===== src/hdl/pee_pkg.sv =====
package pee_pkg;

	// Stack geometry
	localparam int STACK_DEPTH = 32;
	localparam int CNT_W       = $clog2(STACK_DEPTH + 1);
	localparam int IDX_W       = $clog2(STACK_DEPTH);

	// Field widths
	localparam int OPC_W  = 3;
	localparam int VAL_W  = 64;
	localparam int HALF_W = VAL_W / 2;
	localparam int NUM_W  = 32;
	localparam int TGT_W  = 32;
	localparam int DIST_W = 63;
	localparam int OPR_W  = 2;
	localparam int ERR_W  = 2;

	// Register port
	localparam int ADDR_W = 3;
	localparam int DATA_W = 32;

	typedef logic [CNT_W-1:0] cnt_t;
	typedef logic [IDX_W-1:0] idx_t;

	// Token kinds on the opcode field
	typedef enum logic [OPC_W-1:0] {
		TOK_NUM   = 3'd0,
		TOK_PLUS  = 3'd1,
		TOK_MINUS = 3'd2,
		TOK_TIMES = 3'd3,
		TOK_OPEN  = 3'd4,
		TOK_CLOSE = 3'd5,
		TOK_SKIP  = 3'd6
	} tok_t;

	// Operator stack entries
	typedef enum logic [OPR_W-1:0] {
		OP_PLUS  = 2'd0,
		OP_MINUS = 2'd1,
		OP_TIMES = 2'd2,
		OP_OPEN  = 2'd3
	} op_t;

	typedef enum logic [ERR_W-1:0] {
		ERR_NONE      = 2'd0,
		ERR_VAL_UNDER = 2'd1,
		ERR_OP_UNDER  = 2'd2,
		ERR_OVERFLOW  = 2'd3
	} err_t;

	// Register indexes
	localparam logic REG_TARGET = 1'b0;

	typedef enum logic [3:0] {
		ST_IDLE,
		ST_TOKEN,
		ST_CLOSE,
		ST_DROP,
		ST_AP_CHK,
		ST_AP_RD,
		ST_EXEC,
		ST_MUL1,
		ST_MUL2,
		ST_MUL_WB,
		ST_FINAL,
		ST_DIST,
		ST_OUT
	} state_t;

	// Where an operation returns to once applied
	typedef enum logic {
		RET_CLOSE,
		RET_FINAL
	} ret_t;

	// Multiplier partial-product steps
	typedef enum logic [1:0] {
		MUL_LL = 2'd0,
		MUL_LH = 2'd1,
		MUL_HL = 2'd2
	} mul_t;

	typedef struct packed {
		logic cap_token;
		logic push_val;
		logic push_op;
		logic raise;
		err_t raise_code;
		logic apply_rd;
		logic apply_pop;
		logic exec_add;
		logic mul_en;
		mul_t mul_sel;
		logic mul_wb;
		logic drop_open;
		logic drop_load;
		logic dist_calc;
		logic out_load;
	} cmd_t;

	typedef struct packed {
		logic [OPC_W-1:0] opcode;
		logic             last;
		cnt_t             vcount;
		cnt_t             ocount;
		op_t              op_top;
		op_t              cur_op;
		err_t             err;
		logic             out_free;
	} sts_t;

	function automatic op_t tok_to_op(input logic [OPC_W-1:0] tok);
		op_t r;
		case (tok)
			TOK_PLUS:  r = OP_PLUS;
			TOK_MINUS: r = OP_MINUS;
			TOK_TIMES: r = OP_TIMES;
			default:   r = OP_OPEN;
		endcase
		return r;
	endfunction

endpackage


===== src/hdl/pee_ctrl.sv =====
module pee_ctrl (
	input  logic          clk,
	input  logic          arst_n,
	input  logic          in_valid,
	output logic          in_stall,
	input  pee_pkg::sts_t sts,
	output pee_pkg::cmd_t cmd
);
	import pee_pkg::*;

	state_t state_q, state_d;
	ret_t   ret_q, ret_d;
	state_t post_st;

	// State and return-point registers
	always_ff @(posedge clk or negedge arst_n) begin
		if (!arst_n) begin
			state_q <= ST_IDLE;
			ret_q   <= RET_CLOSE;
		end else begin
			state_q <= state_d;
			ret_q   <= ret_d;
		end
	end

	// After a token's own work: finish the expression or wait for the next item
	assign post_st  = sts.last ? ST_FINAL : ST_IDLE;
	assign in_stall = (state_q != ST_IDLE);

	// Next state and commands
	always_comb begin
		state_d = state_q;
		ret_d   = ret_q;
		cmd     = '0;
		case (state_q)
			ST_IDLE: begin
				if (in_valid) begin
					cmd.cap_token = 1'b1;
					state_d       = ST_TOKEN;
				end
			end
			ST_TOKEN: begin
				state_d = post_st;
				if (sts.err == ERR_NONE) begin
					case (sts.opcode)
						TOK_NUM: begin
							if (sts.vcount >= cnt_t'(STACK_DEPTH)) begin
								cmd.raise      = 1'b1;
								cmd.raise_code = ERR_OVERFLOW;
							end else begin
								cmd.push_val = 1'b1;
							end
						end
						TOK_PLUS, TOK_MINUS, TOK_TIMES, TOK_OPEN: begin
							if (sts.ocount >= cnt_t'(STACK_DEPTH)) begin
								cmd.raise      = 1'b1;
								cmd.raise_code = ERR_OVERFLOW;
							end else begin
								cmd.push_op = 1'b1;
							end
						end
						TOK_CLOSE: begin
							ret_d   = RET_CLOSE;
							state_d = ST_CLOSE;
						end
						default: ;
					endcase
				end
			end
			ST_CLOSE: begin
				if (sts.ocount == '0) begin
					cmd.raise      = 1'b1;
					cmd.raise_code = ERR_OP_UNDER;
					state_d        = post_st;
				end else if (sts.op_top == OP_OPEN) begin
					cmd.drop_open = 1'b1;
					state_d       = ST_DROP;
				end else begin
					state_d = ST_AP_CHK;
				end
			end
			ST_DROP: begin
				cmd.drop_load = 1'b1;
				state_d       = post_st;
			end
			// Operand checks, then fetch the value and operator below the tops
			ST_AP_CHK: begin
				if (sts.vcount < cnt_t'(2)) begin
					cmd.raise      = 1'b1;
					cmd.raise_code = ERR_VAL_UNDER;
					state_d        = (ret_q == RET_FINAL) ? ST_DIST : post_st;
				end else if (sts.ocount == '0 || sts.op_top == OP_OPEN) begin
					cmd.raise      = 1'b1;
					cmd.raise_code = ERR_OP_UNDER;
					state_d        = (ret_q == RET_FINAL) ? ST_DIST : post_st;
				end else begin
					cmd.apply_rd = 1'b1;
					state_d      = ST_AP_RD;
				end
			end
			ST_AP_RD: begin
				cmd.apply_pop = 1'b1;
				state_d       = ST_EXEC;
			end
			ST_EXEC: begin
				if (sts.cur_op == OP_TIMES) begin
					cmd.mul_en  = 1'b1;
					cmd.mul_sel = MUL_LL;
					state_d     = ST_MUL1;
				end else begin
					cmd.exec_add = 1'b1;
					state_d      = (ret_q == RET_FINAL) ? ST_DIST : ST_CLOSE;
				end
			end
			ST_MUL1: begin
				cmd.mul_en  = 1'b1;
				cmd.mul_sel = MUL_LH;
				state_d     = ST_MUL2;
			end
			ST_MUL2: begin
				cmd.mul_en  = 1'b1;
				cmd.mul_sel = MUL_HL;
				state_d     = ST_MUL_WB;
			end
			ST_MUL_WB: begin
				cmd.mul_wb = 1'b1;
				state_d    = (ret_q == RET_FINAL) ? ST_DIST : ST_CLOSE;
			end
			// Last token: one more operation unless an error is already kept
			ST_FINAL: begin
				ret_d = RET_FINAL;
				if (sts.err != ERR_NONE) begin
					state_d = ST_DIST;
				end else begin
					state_d = ST_AP_CHK;
				end
			end
			ST_DIST: begin
				cmd.dist_calc = 1'b1;
				state_d       = ST_OUT;
			end
			ST_OUT: begin
				if (sts.out_free) begin
					cmd.out_load = 1'b1;
					state_d      = ST_IDLE;
				end
			end
			default: state_d = ST_IDLE;
		endcase
	end

endmodule


===== config.mk =====
export PLATFORM = sky130hd
export DESIGN_NAME = pee_ctrl
export DESIGN_NICKNAME = d
export VERILOG_FILES = /design/src/hdl/pee_pkg.sv /design/src/hdl/pee_ctrl.sv
export SDC_FILE = /design/constraint.sdc
export NUM_CORES = 1
export LEC_CHECK = 0
export BUFFER_PORTS_ARGS = -buffer_cell sky130_fd_sc_hd__buf_2
export CORE_UTILIZATION = 40
export CTS_BUF_LIST = sky130_fd_sc_hd__clkbuf_2 sky130_fd_sc_hd__clkbuf_4 sky130_fd_sc_hd__clkbuf_8
export CTS_CLUSTER_SIZE = 24
export DETAILED_ROUTE_END_ITERATION = 10
export PLACE_DENSITY = 0.88
export SKIP_CTS_REPAIR_TIMING = 1
export SYNTH_ARGS = -nofsm -noshare
export SYNTH_HDL_FRONTEND = slang
export SYNTH_SLANG_ARGS = --single-unit

===== constraint.sdc =====
create_clock -name clk -period 1.5 [get_ports clk]
set_clock_uncertainty 0.1 [all_clocks]
set_input_delay 0.3 -clock clk [delete_from_list [all_inputs] [get_ports clk]]
set_output_delay 0.3 -clock clk [all_outputs]
set_load 0.02 [all_outputs]

Word level (Yosys, flattened, before mapping)
Cells that the tools add are included.
- shifts and indexed selects: 0
- multiplexer cells: 48
- equal/unequal tests: 23
- div/mod/pow operators: 0
- bitwise logic cells: 0
- $lt $le $gt $ge: 3
- $mul: 0
- reductions and logical operators: 11
- $add $sub $neg: 0
- operator list (cell ; number):
    $pmux 4 s13 ; 1
    $mux 4 ; 12
    $mux 1 ; 22
    $mux 3 ; 7
    $eq 4x4->1 const B ; 5
    $pmux 3 s3 ; 2
    $eq 4x3->1 const B ; 4
    $ge 6x6->1 const B ; 2
    $eq 4x2->1 const B ; 2
    $eq 3x2->1 const B ; 2
    $eq 3x3->1 const B ; 2
    $logic_not 6->1 ; 1
    $lt 6x2->1 const B ; 1
    $ne 2x2->1 const B ; 3
    $pmux 3 s2 ; 1
    $mux 5 ; 1
    $eq 2x2->1 const B ; 2
    $eq 4x1->1 const B ; 1
    $logic_not 4->1 ; 1
    $reduce_bool 2->1 ; 2
    $reduce_bool 4->1 ; 1
    $reduce_or 4->1 ; 1
    $eq 3x1->1 const B ; 1
    $logic_not 3->1 ; 1
    7 further kinds ; 7
- ROM bits: 0
- bits in latches: 0
- logic and storage cells: 87
- bits in registers: 5
- bits in writable memories: 0
- memories: 0

Depth between registers and ports, before layout
- depth in word-level cells: 5
- mapped depth: 6

Least setup slack after synthesis
OpenSTA, ideal clock, no wires.
- path kind: flip-flop to output port
- from: register state_q[2]
- to: output cmd[7] (netlist name)
- data arrival time: 1617 ps
- path slack: -517 ps
- buffers on the path: 1
- data required time: 1100 ps
- stages on the path, launching flop included: 5
- cells stage by stage: dfrtp_1 buf_6 or2b_4 nor3_1 o21bai_1
- RTL lines (what ; RTL line ; text):
    from (decl) ; pee_ctrl.sv:11 ; state_t state_q, state_d;
    from (signal assigned) ; pee_ctrl.sv:21 ; state_q <= state_d;
    to (decl) ; pee_ctrl.sv:7 ; output pee_pkg::cmd_t cmd

==> results.md <==
- Diodes inserted: 0
- WP data required: 1.10 ns
- Vias in the first global route: 1,035
- Post-Layout Inst Area: 1550 um^2
- Clock tree root buffer cell: clkbuf_4
- Worst Max-Slew Pin Slew: 0.414 ns
- Post-synth EDFFs: 0
- Final GP Congestion: 0.892
- Max_cap viols: 0
- Fmax: 504 MHz
- RSZ-0062 raised after global routing: yes
- Slowest stage cell on the critical path: dfrtp_1
- GRT Util Overall: 0.256
- WL/cell: 15.7 um
- Crit. End Element: output port
- Avg Cell Area, Syn: 6.97 um^2
- IO Port Bufs: 42
- Die X: 45.2 um
- CP top delay family: compound AO/OA/AOI/OAI gates
- Hold Path Class: in2async
- Row cnt: 15
- Mapped cell area: 746 um^2
- Relative slew slack: 0.723
- Status: finished, violations left
- Most common cell after layout, fill and taps aside: buf_4
- Nets: 213
- Seq/Total Area, Yosys: 0.168
- Setup Viol. Count Final: 22
- Synth warnings: 0
- Clk Latency, worst-skew pair: 0.25 ns
- Pleak: 0.724 nW
- Worst Path Buf+Inv: 1
- Reg2Reg Depth: 6
- Maximum fanout along the worst path: 5
- Layout cells sized above 1: 0.651
- Post-synth top area share: 0.168
- Vias post-DR: 1,214
- Die area: 2040 um^2
- R2R Setup Slk: -0.17 ns
- TritonCTS buffer count: 3
- Pin count of the biggest net entering global routing: 12
- Critical path arrival: 1.58 ns
- Critical path, cell by cell: and2b_4 -> nand2_4 -> a21oi_4 -> a31oi_2 -> o21ai_2 -> buf_4
- Final Critical Period: 1.98 ns
- Placeable core area: 1750 um^2
- Fin cells: 211
- Synth top area cells: dfrtp_1, nor2_1, a21oi_1, nand2_1, nor3_1
- Initial antenna violation count: 0
- Worst flop-to-flop path startpoint: state_q[2]
- First-pass GRT wire length: 3900 um
- Fin crit share: 1.32
- Pwr Density: 1520 nW/um^2
- Placed Area: 1260 um^2
- Ys flop type: dfrtp_1
- Initial Utilization: 0.427
- Utilization after layout: 0.889
- Worst hold slack: 0.291 ns
- Area grow syn2layout: 108%
- DRC Markers: 0
- Synth cell types: 42
- Crit Path Class: reg2out
- Vias per inst: 5.75
- DRT iter0 DRCs: 52
- Number of synthesized register bits: 5
- Post-synth net total: 133
- CP Launch Type: flop
- Yosys top cell by area: dfrtp_1
- Clock sink count: 5
- Max Root-Sink Buffers: 2
- Setup tns final: -5.84 ns
- Pre-CTS setup slack: -0.264 ns
- Routed Antenna Nets: 0
- Io pins: 44
- Overall Power: 2.36 mW
- Crit path largest cell delay: 0.41 ns
- Endpoint of the worst-slack reg-to-reg timing path: state_q[1]
- Most frequent cells in the layout: buf_4, buf_2, nor2_1
- Failing checks: negative setup slack
- H-Tree Depth: 1
- Dpl hpwl: 2070 um
- TritonCTS clock tree: done
- Syn Inst Count: 107
- Final WS setup: -0.485 ns
- Count of pins over their slew limit: 0
- Async SR Flop Fraction: 1.00
- Final wirelength: 3320 um
- Peak VDD IR: 825 uV
- Grt total ovfl: 0
- Final count of hold timing violations: 0
- Cells after DPL: 201
- First drt pass iteration count: 4
- Clock-pin transition on the worst setup and hold timing paths: 0.05 ns
- Die height: 45.2 um
-- sequential cells by signal, summed over array words and instances, names as in the netlist --
register	count
ret_q	1
state_q	4
-- power by group --
| part | internal [mW] | switching, mW | leakage [nW] |
|---|---|---|---|
| clock | 0.119 | 0.0586 | 0.0184 |
| combinational | 0.895 | 0.987 | 0.649 |
| sequential | 0.204 | 0.100 | 0.0570 |
-- synthesized netlist by cell type, types with 2 or more instances --
cell type  count
o21ai_1        2
nor3_1         6
nor3_2         2
inv_1          2
and3_1         3
nand2b_1       3
o211ai_1       2
o21ai_0        6
nor2_1        19
dfrtp_1        5
buf_6          2
a21oi_1        9
nand3_1        3
a311oi_1       2
nor2b_1        3
buf_2          2
nand2_1       11
-- per-layer routing --
| metal | up-vias | GRT usage | share of wire |
|---|---|---|---|
| met3 | 15 | 0.0240 | 0.061 |
| li1 | 550 | - | - |
| met1 | 557 | 0.271 | 0.36 |
| met4 | 0 | 0.0727 | 0.035 |
| met5 | - | 0 | 0 |
| met2 | 92 | 0.519 | 0.54 |
-- logic make-up after synthesis --
| kind of cell | share of synthesized area |
|---|---|
| buffers and inverters | 0.0537 |
| XOR/XNOR | 0.0117 |
| AO/OA/AOI/OAI | 0.279 |
| flip-flops | 0.168 |
| multiplexers | 0.0134 |
| AND/OR/NAND/NOR | 0.475 |
-- area by class of cell --
class	instances	area [um^2]
Multi-Input combinational cell	96	761
Clock buffer	4	30.0
Fill cell	99	194
Timing Repair Buffer	79	589
Sequential cell	5	128
Tap cell	25	31.3
Inverter	2	12.5
-- worst register-to-register path, cell delays in order, from the launching register on --
cell	delay (ns)
dfrtp_1	0.42
buf_4	0.20
nor2b_1	0.28
o21ai_0	0.15
a21oi_1	0.29
a2111oi_4	0.08
nand3_1	0.09
-- how the worst max path moves through the flow --
| stage | from | endpoint | slack [ns] | cells after the start |
|---|---|---|---|---|
| after floorplan | state_q[3] | cmd[12] | -0.16 | 6 |
| after global placement | state_q[1] | cmd[11] | -0.23 | 5 |
| after detailed placement | state_q[1] | cmd[12] | -0.26 | 6 |
| after CTS | state_q[1] | cmd[12] | -0.53 | 6 |
| after global routing | state_q[3] | cmd[12] | -0.52 | 6 |
| final | state_q[3] | cmd[12] | -0.48 | 6 |
No activity file was read; power rests on OpenSTA's default activity.
